--- src/sv/dqpd_pkg.sv ---
package dqpd_pkg;

  localparam int CNT_W  = 32;
  localparam int FRAC_W = 8;
  localparam int DVD_W  = CNT_W + FRAC_W;
  localparam int PPR_W  = 16;
  localparam int ANG_W  = 9;
  localparam int PROD_W = PPR_W + ANG_W;
  localparam int STEP_W = $clog2(DVD_W);
  localparam int LANES  = 2;

  localparam int LANE_L = 0;
  localparam int LANE_R = 1;

  localparam logic [PPR_W-1:0] PPR_RESET = PPR_W'(360);
  localparam logic [ANG_W-1:0] DEG_PER_REV = ANG_W'(360);

  typedef struct packed {
    logic [PPR_W-1:0] rem;
    logic             q;
  } dstep_t;

  // one restoring divide step: bring in one dividend bit, subtract if it fits
  function automatic dstep_t div_step(input logic [PPR_W-1:0] rem, input logic din,
                                      input logic [PPR_W-1:0] dvs);
    logic [PPR_W:0] t;
    dstep_t         r;
    t = {rem, din};
    if (t >= {1'b0, dvs}) begin
      r.rem = PPR_W'(t - {1'b0, dvs});
      r.q   = 1'b1;
    end else begin
      r.rem = t[PPR_W-1:0];
      r.q   = 1'b0;
    end
    return r;
  endfunction

endpackage

--- src/sv/dual_quadrature_position_decoder_core.sv ---
// channel | handshake            | word
// in      | in_valid / in_ready  | action, left/right pin a/b levels
// out     | out_valid / out_ready| left/right position, angle, turns_q8
// cfg     | cfg_valid / cfg_ready| pulses_per_rev (always ready)
//
// a result is loaded after these steps in order: a load step, 40 one-bit-per-cycle restoring
// divider steps for the turns, a registered multiply by 360, 9 more steps for the angle and
// the output load; the block then returns to idle before it takes the next word.
// reset (rst_n low, synchronous) clears counts and phases and sets pulses_per_rev to 360.
// a new word is taken while the last result still waits; a stalled output holds the
// block only at the final load.
module dual_quadrature_position_decoder_core (
  input  logic                                 clk,
  input  logic                                 rst_n,
  input  logic                                 in_valid,
  output logic                                 in_ready,
  input  logic                                 in_action,
  input  logic                                 in_left_pin_a,
  input  logic                                 in_left_pin_b,
  input  logic                                 in_right_pin_a,
  input  logic                                 in_right_pin_b,
  output logic                                 out_valid,
  input  logic                                 out_ready,
  output logic signed [dqpd_pkg::CNT_W-1:0]    out_left_position,
  output logic signed [dqpd_pkg::CNT_W-1:0]    out_right_position,
  output logic        [dqpd_pkg::ANG_W-1:0]    out_left_angle,
  output logic        [dqpd_pkg::ANG_W-1:0]    out_right_angle,
  output logic signed [dqpd_pkg::DVD_W-1:0]    out_left_turns_q8,
  output logic signed [dqpd_pkg::DVD_W-1:0]    out_right_turns_q8,
  input  logic                                 cfg_valid,
  output logic                                 cfg_ready,
  input  logic        [dqpd_pkg::PPR_W-1:0]    cfg_pulses_per_rev
);
  import dqpd_pkg::*;

  typedef enum logic [2:0] {S_IDLE, S_LOAD, S_DIV, S_MUL, S_ANG, S_DONE} state_t;

  state_t             st_r, st_nxt;
  logic [STEP_W-1:0]  step_r, step_nxt;
  logic [PPR_W-1:0]   ppr_r, ppr_nxt;
  logic               out_valid_r, out_valid_nxt;

  logic [1:0]         phase_r [LANES], phase_nxt [LANES];
  logic [CNT_W-1:0]   cnt_r [LANES], cnt_nxt [LANES];
  logic               neg_r [LANES], neg_nxt [LANES];
  logic [DVD_W-1:0]   dv_r [LANES], dv_nxt [LANES];
  logic [PPR_W-1:0]   rem_r [LANES], rem_nxt [LANES];
  logic [PPR_W-1:0]   rcap_r [LANES], rcap_nxt [LANES];
  logic [ANG_W-1:0]   ang_r [LANES], ang_nxt [LANES];
  logic [CNT_W-1:0]   opos_r [LANES], opos_nxt [LANES];
  logic [ANG_W-1:0]   oang_r [LANES], oang_nxt [LANES];
  logic [DVD_W-1:0]   oturn_r [LANES], oturn_nxt [LANES];

  logic               pin_a [LANES];
  logic               pin_b [LANES];
  logic [1:0]         now_ph [LANES];
  logic [1:0]         diff [LANES];
  logic [CNT_W-1:0]   mag [LANES];
  logic [PROD_W-1:0]  prod [LANES];
  dstep_t             ds [LANES];
  logic               in_acc;
  logic               out_free;

  assign pin_a[LANE_L] = in_left_pin_a;
  assign pin_b[LANE_L] = in_left_pin_b;
  assign pin_a[LANE_R] = in_right_pin_a;
  assign pin_b[LANE_R] = in_right_pin_b;

  assign in_ready  = (st_r == S_IDLE);
  assign in_acc    = in_valid && in_ready;
  assign out_free  = !out_valid_r || out_ready;
  assign cfg_ready = 1'b1;

  always_comb begin
    st_nxt        = st_r;
    step_nxt      = step_r;
    ppr_nxt       = ppr_r;
    out_valid_nxt = out_valid_r;
    if (cfg_valid) begin
      ppr_nxt = cfg_pulses_per_rev;
    end
    if (out_valid_r && out_ready) begin
      out_valid_nxt = 1'b0;
    end

    for (int i = 0; i < LANES; i++) begin
      phase_nxt[i] = phase_r[i];
      cnt_nxt[i]   = cnt_r[i];
      neg_nxt[i]   = neg_r[i];
      dv_nxt[i]    = dv_r[i];
      rem_nxt[i]   = rem_r[i];
      rcap_nxt[i]  = rcap_r[i];
      ang_nxt[i]   = ang_r[i];
      opos_nxt[i]  = opos_r[i];
      oang_nxt[i]  = oang_r[i];
      oturn_nxt[i] = oturn_r[i];

      // gray to binary: 00,01,11,10 -> 0,1,2,3
      now_ph[i] = {pin_a[i], pin_a[i] ^ pin_b[i]};
      diff[i]   = phase_r[i] - now_ph[i];
      mag[i]    = cnt_r[i][CNT_W-1] ? CNT_W'(-cnt_r[i]) : cnt_r[i];
      prod[i]   = PROD_W'(rcap_r[i]) * PROD_W'(DEG_PER_REV);
      ds[i]     = div_step(rem_r[i], (st_r == S_ANG) ? ang_r[i][ANG_W-1] : dv_r[i][DVD_W-1],
                           ppr_r);
    end

    case (st_r)
      S_IDLE: begin
        if (in_acc) begin
          for (int i = 0; i < LANES; i++) begin
            if (in_action) begin
              phase_nxt[i] = now_ph[i];
              cnt_nxt[i]   = '0;
            end else if (diff[i][0]) begin
              phase_nxt[i] = now_ph[i];
              cnt_nxt[i]   = diff[i][1] ? cnt_r[i] + CNT_W'(1) : cnt_r[i] - CNT_W'(1);
            end
          end
          st_nxt = S_LOAD;
        end
      end
      S_LOAD: begin
        for (int i = 0; i < LANES; i++) begin
          neg_nxt[i] = cnt_r[i][CNT_W-1];
          dv_nxt[i]  = {mag[i], FRAC_W'(0)};
          rem_nxt[i] = '0;
        end
        step_nxt = '0;
        st_nxt   = S_DIV;
      end
      S_DIV: begin
        // dividend bits shift out the top, quotient bits shift in the bottom
        for (int i = 0; i < LANES; i++) begin
          dv_nxt[i]  = {dv_r[i][DVD_W-2:0], ds[i].q};
          rem_nxt[i] = ds[i].rem;
          if (step_r == STEP_W'(CNT_W - 1)) begin
            rcap_nxt[i] = ds[i].rem;
          end
        end
        step_nxt = step_r + STEP_W'(1);
        if (step_r == STEP_W'(DVD_W - 1)) begin
          st_nxt = S_MUL;
        end
      end
      S_MUL: begin
        // quotient fits in ANG_W bits, so the upper part is already below ppr
        for (int i = 0; i < LANES; i++) begin
          rem_nxt[i] = prod[i][PROD_W-1:ANG_W];
          ang_nxt[i] = prod[i][ANG_W-1:0];
        end
        step_nxt = '0;
        st_nxt   = S_ANG;
      end
      S_ANG: begin
        for (int i = 0; i < LANES; i++) begin
          ang_nxt[i] = {ang_r[i][ANG_W-2:0], ds[i].q};
          rem_nxt[i] = ds[i].rem;
        end
        step_nxt = step_r + STEP_W'(1);
        if (step_r == STEP_W'(ANG_W - 1)) begin
          st_nxt = S_DONE;
        end
      end
      S_DONE: begin
        if (out_free) begin
          for (int i = 0; i < LANES; i++) begin
            opos_nxt[i] = cnt_r[i];
            if (ppr_r == '0) begin
              oang_nxt[i]  = '0;
              oturn_nxt[i] = '0;
            end else begin
              oang_nxt[i]  = ang_r[i];
              oturn_nxt[i] = neg_r[i] ? DVD_W'(-dv_r[i]) : dv_r[i];
            end
          end
          out_valid_nxt = 1'b1;
          st_nxt        = S_IDLE;
        end
      end
      default: begin
        st_nxt = S_IDLE;
      end
    endcase
  end

  always_ff @(posedge clk) begin
    if (!rst_n) begin
      st_r        <= S_IDLE;
      step_r      <= '0;
      ppr_r       <= PPR_RESET;
      out_valid_r <= 1'b0;
      for (int i = 0; i < LANES; i++) begin
        phase_r[i] <= '0;
        cnt_r[i]   <= '0;
      end
    end else begin
      st_r        <= st_nxt;
      step_r      <= step_nxt;
      ppr_r       <= ppr_nxt;
      out_valid_r <= out_valid_nxt;
      for (int i = 0; i < LANES; i++) begin
        phase_r[i] <= phase_nxt[i];
        cnt_r[i]   <= cnt_nxt[i];
      end
    end
    for (int i = 0; i < LANES; i++) begin
      neg_r[i]   <= neg_nxt[i];
      dv_r[i]    <= dv_nxt[i];
      rem_r[i]   <= rem_nxt[i];
      rcap_r[i]  <= rcap_nxt[i];
      ang_r[i]   <= ang_nxt[i];
      opos_r[i]  <= opos_nxt[i];
      oang_r[i]  <= oang_nxt[i];
      oturn_r[i] <= oturn_nxt[i];
    end
  end

  assign out_valid          = out_valid_r;
  assign out_left_position  = opos_r[LANE_L];
  assign out_right_position = opos_r[LANE_R];
  assign out_left_angle     = oang_r[LANE_L];
  assign out_right_angle    = oang_r[LANE_R];
  assign out_left_turns_q8  = oturn_r[LANE_L];
  assign out_right_turns_q8 = oturn_r[LANE_R];

  a_accept_to_load: assert property (@(posedge clk) disable iff (!rst_n)
    in_acc |=> st_r == S_LOAD)
    else $error("accepted word did not start the divider");

  a_restart_clears: assert property (@(posedge clk) disable iff (!rst_n)
    in_acc && in_action |=> cnt_r[LANE_L] == '0 && cnt_r[LANE_R] == '0)
    else $error("restart left a nonzero count");

  a_angle_range: assert property (@(posedge clk) disable iff (!rst_n)
    st_r == S_DONE && out_free |=> out_left_angle < DEG_PER_REV
                                   && out_right_angle < DEG_PER_REV)
    else $error("angle out of range");

  a_step_bound: assert property (@(posedge clk) disable iff (!rst_n)
    st_r == S_ANG |-> step_r < STEP_W'(ANG_W))
    else $error("angle step counter overran");

  a_zero_ppr: assert property (@(posedge clk) disable iff (!rst_n)
    st_r == S_DONE && out_free && ppr_r == '0 |=> out_left_turns_q8 == '0
                                                  && out_right_turns_q8 == '0)
    else $error("zero pulses per rev gave nonzero turns");

endmodule
--- config.mk ---
export PLATFORM = sky130hd
export DESIGN_NAME = dual_quadrature_position_decoder_core
export DESIGN_NICKNAME = d
export VERILOG_FILES = /design/src/sv/dqpd_pkg.sv /design/src/sv/dual_quadrature_position_decoder_core.sv
export SDC_FILE = /design/constraint.sdc
export NUM_CORES = 1
export LEC_CHECK = 0
export BUFFER_PORTS_ARGS = -buffer_cell sky130_fd_sc_hd__buf_2
export CORE_AREA = 2 2 231 233
export DETAILED_ROUTE_END_ITERATION = 10
export DIE_AREA = 0 0 233 235
export PLACE_DENSITY = 0.74
export SETUP_SLACK_MARGIN = 0.05
export SLEW_MARGIN = 10
export SYNTH_ARGS = -nofsm -noshare
export SYNTH_HDL_FRONTEND = slang
export SYNTH_SLANG_ARGS = --single-unit
export TNS_END_PERCENT = 100
--- constraint.sdc ---
create_clock -name clk -period 13.58 [get_ports clk]
set_clock_uncertainty 0.05 [all_clocks]
set_input_delay 1.358 -clock clk [delete_from_list [all_inputs] [get_ports clk]]
set_output_delay 1.358 -clock clk [all_outputs]
set_load 0.05 [all_outputs]
==> results of run 1 <==
power breakdown:
group	internal [uW]	switching (uW)	total (uW)
registers	1550	118	1670
logic	438	639	1080
clock network	755	537	1290
layout make-up:
type	count	share of cell area, %
multi-input cells	1786	45.6
flip-flops and latches	420	40.2
clock buffers	59	4.34
repair buffers	205	3.71
well taps	688	2.96
inverters	174	2.25
clock inverters	27	1.01
logic make-up (layout without fill, tap and decap cells):
| group | count (synthesis) | in the layout | synth area share (%) |
|---|---|---|---|
| simple gates | 633 | 633 | 11.9 |
| compound gates | 608 | 608 | 15.5 |
| flops | 420 | 420 | 45.2 |
| buf+inv | 259 | 465 | 3.78 |
| xor+xnor | 254 | 254 | 8.61 |
| fa+ha+maj | 236 | 236 | 12.7 |
| mux | 54 | 54 | 2.25 |
| other cells | 1 | 1 | 0.0145 |
flip-flops by register name (all words and copies together), names as in the netlist, 16 cells and up:
register	count
ang_r	18
cnt_r	64
dv_r	80
oang_r	18
opos_r	64
oturn_r	80
ppr_r	16
rcap_r	32
rem_r	32
path summary, 6_finish.rpt:
| kind | depth (start not counted) | end | from | slack [ps] |
|---|---|---|---|---|
| setup / recovery | 18 | cnt_r[0][62]$_SDFFE_PN0P_ | in_right_pin_a | 8160 |
| hold / removal | 2 | phase_r[0][2]$_SDFFE_PN0P_ | phase_r[0][2]$_SDFFE_PN0P_ | 420 |
| setup reg to reg | 17 | rem_r[0][14]$_DFFE_PP_ | rcap_r[0][4]$_DFFE_PP_ | 8420 |
| hold reg to reg | 2 | phase_r[0][2]$_SDFFE_PN0P_ | phase_r[0][2]$_SDFFE_PN0P_ | 420 |
worst min-delay path, stage by stage (launching register included):
cell and delay (ps):
dfxtp_1 300, inv_1 70, a211oi_1 60
metrics by stage:
step	setup slack, ps	cells	power [uW]
2_1_floorplan	4210	2465	2480
3_5_place_dp	7630	3273	2750
3_3_place_gp	7770	3273	2720
5_1_grt	7860	3359	4250
4_1_cts	8260	3359	4060
6_report	8160	3359	4040
metal layers:
| layer | share of wire [%] | up-vias | routed length, um |
|---|---|---|---|
| met4 | 3.2 | 0 | 1960 |
| met5 | 0 | - | 0 |
| met3 | 5.4 | 112 | 3330 |
| met1 | 45 | 9117 | 27500 |
| met2 | 47 | 451 | 28800 |
| li1 | - | 9301 | - |
cells in the mapped netlist, types with 14 or more instances:
master	instances	share of area, %
o21ai_0	174	3.4
nor3_1	24	0.46
nand3_1	19	0.37
a21oi_1	112	2.2
nand2_1	163	2.4
mux2_2	32	1.4
xor2_1	163	5.5
fa_1	44	3.4
or4_1	19	0.55
ha_1	192	9.3
o41ai_1	19	0.64
xnor2_1	91	3.1
and2_1	18	0.44
o21a_1	21	0.61
a211oi_1	19	0.55
mux2i_1	22	0.85
or3_1	41	0.99
inv_1	173	2.5
a22o_1	50	1.7
edfxtp_1	326	38
o31ai_1	41	1.2
nor2b_1	34	0.82
a21o_1	55	1.6
dfxtp_1	94	7.3
nor2_1	213	3.1
a22oi_1	23	0.67
nor4_1	14	0.34
and3_1	19	0.46
clkbuf_1	76	1.1
nand2b_1	19	0.46
cell usage in the layout (no fill, tap or decap), types with 41 or more instances in the layout:
master | netlist | layout
xnor2_1 | 91 | 89
clkbuf_16 | 0 | 47
nand2_1 | 163 | 163
dfxtp_1 | 94 | 94
fa_1 | 44 | 44
a21oi_1 | 112 | 112
or3_1 | 41 | 41
xor2_1 | 163 | 163
o31ai_1 | 41 | 41
a21o_1 | 55 | 55
o21ai_0 | 174 | 172
ha_1 | 192 | 192
a22o_1 | 50 | 50
nor2_1 | 213 | 212
inv_1 | 173 | 173
edfxtp_1 | 326 | 326
buf_2 | 1 | 189
==> run metrics, run 1 <==
outcome completed; Layout Area Growth over Synthesis 12.5%; initial antenna violation count 0; Ys Warns 0; Slew HR between 10% and 20%; Worst Max-Slew Pin Slew between 1000 and 1500 ps; Rows between 80 and 90; Cell Area, Synth 25800 um2; clk root buf clkbuf_16; io pins around 190; Placed Area about 28000 um2; CP delay by family, top compound AO/OA/AOI/OAI gates; Core ar. between 50000 and 60000 um2; WP data arrival between 5000 and 6000 ps; Hold WS roughly 420 ps; GRT Total Usage 22.3%; WL per Instance ~18 um; vias in the first global route between 15000 and 20000; FILL cells 4450; drt pass-1 iters 5; Tightest Hold Check Type reg2reg; post-synthesis async set-or-reset flop share 0%; largest net degree at the start of global routing between 150 and 200; post-route cell area approximately 29000 um2; Max Fclk between 150 and 200 MHz; GPL Wtd Cong about 0.9; diode count 0; CTS HTree Levels 2; # port buffers roughly 190; clk_lat worst skew between 500 and 600 ps; Clock Tree Buf Depth 3; CTS sink count 420; final period utilization approximately 40%; Die X between 200 and 250 um; top_reg_cell synth edfxtp_1; layout cells sized above 1 13.3%; max incr delay on CP just under 500 ps; first-pass GRT wire length ~98000 um; Initial Util between 40 and 50%; GRT met3 Usage ~3.5%; Num CTS Buffers 46; die area ~55000 um2; min Tclk post-route 5420 ps; net count after synthesis roughly 2700; M2 GR Usage between 30% and 40%; setup bufs post-CTS 0; cts hold-fix bufs 0; # DRC 0; DRT iter0 DRCs 1370; setup TNS 0 ps; final net count approximately 2900; crit start category input port; DP HPWL ~45000 um; via count between 15000 and 20000; CP max-delay cell a2111oi_0; average size of a mapped cell between 10 and 15 um2; Die Y 235 um; count of pins over their slew limit 0; max cap viols 0; via-per-instance ratio roughly 5.7; RSZ-0062 raised after global routing false; Final Hold Viols 0; grt ovf 0; Power Density between 100 and 150 nW/um2; crit path capture type flop; CP required ~14000 ps; Setup Viol. Count Final 0; Leak roughly 0.012 uW; area occupied by multi-input gates approximately 13000 um2; Reg clk slew, reported paths 60 ps; critical path fanouts, max 32; Seq cells post-synth 420; Seq. cell area approximately 12000 um2; CTS tree built; post-layout util between 50% and 60%; maximum VDD drop slightly below 100 uV; Mapped Cells about 2500; Total Routed Length slightly above 60000 um; worst path cell trace buf_2 -> xor2_1 -> ha_1 -> xor2_1 -> xnor2_2 -> buf_4 -> ha_1 -> a21o_1 -> a21oi_1 -> o211ai_1 -> a21oi_1 -> o2111ai_1 -> a2111oi_0 -> nor3_1 -> a21boi_0 -> o31a_1 -> xnor2_1 -> a22o_1; grt met1 use between 20% and 30%; number of flops mapped to enable cells by yosys between 300 and 400; total buffers and inverters traversed by the critical path 2; Unique masters post-synth 78; Setup CP Type in2reg; post-CTS resize count 0; Top Usage Layer GRT met2; Routed Antenna Nets 0; register area share after synthesis approximately 45%
No activity file was read; power rests on OpenSTA's default activity.
==> inputs of run 2 (changes only) <==
- ABC_AREA: unset -> 1
- CORE_AREA: 2 2 231 233 -> 2 2 248 250
- DIE_AREA: 0 0 233 235 -> 0 0 250 252
- PLACE_DENSITY: 0.74 -> 0.76
- clock period: 13.58 -> 4.5 ns (I/O delays scaled with it)
==> run 2 against run 1 <==
Sequential cell count stayed put. Power grew to 4.8 times the previous value. Cell count is 50% higher. Global-route usage is 3.1 points higher. Synthesized cell count is 63% higher. Die area is 15% higher. Combinational power grew to 8.2 times the previous value. Critical path type is now reg2reg. Critical path depth is 2 lower. Count of clock-buffer cells in the layout is 1 lower. Setup slack worse by 7500 ps. Register-to-register slack worse by 7800 ps. Synthesized area is 16% higher.
==> run metrics, run 2 <==
top cells by area, synth edfxtp_1 33%, nand2_1 14%, ha_1 8.0%; Unique masters post-synth 55 (-29%); Total Routed Length 81200 um (+32%); CTS HTree Levels 2 (unchanged); Max Fclk 259 MHz; Place WS 695 ps (-6940 ps); simple-gate portion of the synthesized area 28.4% (+16 points); xor-xnor portion of the synthesized cell area 2.37% (-6.2 points); Final Hold Viols 0 (unchanged); maximum VDD drop 348 uV (+260%); share of the synthesized area in the top cell type 32.7% (-5.1 points); io pins 191 (unchanged); CP delay by family, top adder cells; Slew HR 36.9% (+17 points); Num CTS Buffers 47 (+2.2%); Clock Tree Buf Depth 3 (unchanged); post-synthesis mux area share 0% (-2.2 points); count of pins over their slew limit 0 (unchanged); most common cell after layout, fill and taps aside nand2_1; Die X 250 um (+7.3%); cts hold-fix bufs 2 (+2); critical path fanouts, max 4 (-88%); main combinational cell family by area after synthesis simple AND/OR/NAND/NOR gates; Setup CP Type reg2reg; DRT iter0 DRCs 2477 (+81%); clk_lat worst skew 610 ps (+20 ps); min Tclk post-route 3870 ps; Routed Antenna Nets 0 (unchanged); first-pass GRT wire length 129000 um (+31%); max incr delay on CP 460 ps (-30 ps); Seq cells post-synth 420 (unchanged); # DRC 0 (unchanged); WP data arrival 4170 ps (-1690 ps); net count after synthesis 4285 (+57%); total buffers and inverters traversed by the critical path 3 (+1); dominant cell type by area after synthesis edfxtp_1; Reg clk slew, reported paths 60 ps (about the same); CTS tree built; crit start category flop; Synth Area in Compound Gates 9.99% (-5.6 points); Layout Area Growth over Synthesis 11.5%; Cell Area, Synth 29900 um2 (+16%); via count 26912 (+42%); Setup Viol. Count Final 0 (unchanged); via-per-instance ratio 5.36 (-5.2%); Combinational Power Share 45.5% (+19 points); outcome completed; Post-Synth Adder-Cell Area 11.0% (-1.7 points); grt ovf 0 (unchanged); Post-Layout Cell Count 5025 (+50%); post-synthesis async set-or-reset flop share 0% (unchanged); P_int 10800 uW (+290%); Core ar. 60100 um2 (+15%); GRT Total Usage 25.4% (+3.1 points); clk root buf clkbuf_16; CTS sink count 420 (unchanged); Regs by FF count dv_r (80), oturn_r (80); GPL Wtd Cong 0.950 (+5.9%); top_reg_cell synth edfxtp_1; crit path capture type flop; DP HPWL 62200 um (+39%); most frequent cells in the layout 1080 x nand2_1, 624 x inv_1, 379 x nor2_1; top cells by count, synth 1081 x nand2_1, 625 x inv_1, 380 x nor2_1, 326 x edfxtp_1, 293 x a21oi_1; max cap viols 0 (unchanged); Rows 90 (+7.1%); initial antenna violation count 1 (+1); register area share after synthesis 39.0% (-6.1 points); Ys Warns 0 (unchanged); average size of a mapped cell 7.43 um2 (-29%); setup bufs post-CTS 0 (unchanged); slack of the critical path 632 ps (-7530 ps); Worst Max-Slew Pin Slew 943 ps (-264 ps); Sw Share 44.5% (+12 points); layout cells sized above 1 7.92% (-5.4 points); die area 63000 um2 (+15%); CP required 4800 ps (-9220 ps); Flop pwr share 33.6% (-7.7 points); Clock power frac 20.8% (-11 points); FILL cells 5628 (+26%); Die Y 252 um (+7.2%); count leader, synth nand2_1; final period utilization a little under nine tenths; worst path cell trace ha_1 -> ha_1 -> inv_1 -> fa_1 -> inv_1 -> ha_1 -> inv_1 -> fa_1 -> o21ai_0 -> a21oi_1 -> o21ai_0 -> nand2_1 -> nand2_1 -> nand2_1 -> nand3_1 -> nand2_1; Power Density 583 nW/um2 (+320%); final net count 4467 (+54%); # port buffers 189 (unchanged); largest net degree at the start of global routing 131 (-20%); Initial Util 49.7% (+0.26 points); post-CTS resize count 0 (unchanged); Mapped Cells 4023 (+63%); most frequent CP cell nand2_1; switching pwr 8650 uW (+570%); Leak 0.0159 uW (+31%); WL per Instance 16.2 um (-12%); CP max-delay cell fa_1; number of flops mapped to enable cells by yosys 326 (unchanged); drt pass-1 iters 6 (+1); RSZ-0062 raised after global routing false; setup TNS 0 ps (unchanged); Tightest Hold Check Type in2reg; Hold WS 33.0 ps (-387 ps); placed insts 4936 (+51%); vias in the first global route 24397 (+29%); post-layout util 55.4% (-0.20 points)
[run 2: changes by cell type after synthesis, moves of 45 or more]
cell / delta
nand3_1: +269
nor2_1: +167
nand2_1: +918
xor2_1: -103
xnor2_1: -70
nand3b_1: +48
a22o_1: -50
inv_1: +452
a21oi_1: +181
a21o_1: -45
[run 2: worst paths after layout]
path | cells past startpoint | start | end | slack [ps]
hold reg to reg | 2 | phase_r[0][2]$_SDFFE_PN0P_ | phase_r[0][2]$_SDFFE_PN0P_ | 410
setup / recovery | 16 | rcap_r[0][18]$_DFFE_PP_ | rem_r[0][26]$_DFFE_PP_ | 630
setup reg to reg | 16 | rcap_r[0][18]$_DFFE_PP_ | rem_r[0][26]$_DFFE_PP_ | 630
hold / removal | 3 | cfg_pulses_per_rev[8] | ppr_r[8]$_SDFFE_PN1P_ | 30
[run 2: cell families (layout without fill, tap and decap cells)]
group | count (synthesis) | after routing
simple gates | 1993 | 1993
buf+inv | 720 | 939
fa+ha+maj | 236 | 236
other cells | 1 | 2
xor+xnor | 81 | 81
flops | 420 | 420
compound gates | 572 | 572
[run 2: metal layers]
layer	wire length (um)	GRT usage (%)	part of all wire (%)
met2	34700	38.5	43
met3	5930	3.53	7.3
met4	2410	7.80	3.0
met1	38200	37.7	47
met5	0	0	0
[run 2: layout make-up]
type | instances | area (um2) | area share, %
sequential | 420 | 11700 | 35.0
timing repair buffer | 216 | 1170 | 3.50
tap | 782 | 978 | 2.94
antenna | 1 | 2.50 | 0.00751
clock buffer | 58 | 1260 | 3.78
clock inverter | 28 | 362 | 1.08
inverter | 637 | 2390 | 7.17
multi-input combinational | 2883 | 15500 | 46.5
[run 2: power groups by stage]
stage / combinational [uW] / clock (uW) / sequential, uW
finish: 8850 / 4050 / 6540
global route: 9920 / 4260 / 6630
CTS: 8770 / 4110 / 6510
detailed placement: 8700 / 0 / 6580
global placement: 8600 / 0 / 6560
floorplan: 6040 / 0 / 6870
[run 2: through the flow]
step	instance area [um2]	total power, uW
2_1_floorplan	29900	12900
3_3_place_gp	31700	15200
3_5_place_dp	31700	15300
4_1_cts	33300	19400
5_1_grt	33300	20800
6_report	33300	19400
[run 2: tightest hold or removal path: cells and delay by family]
| kind | cells | cell delay, ps |
|---|---|---|
| AO/OA/AOI/OAI | 2 | 130 |
| buffers and inverters | 1 | 80 |
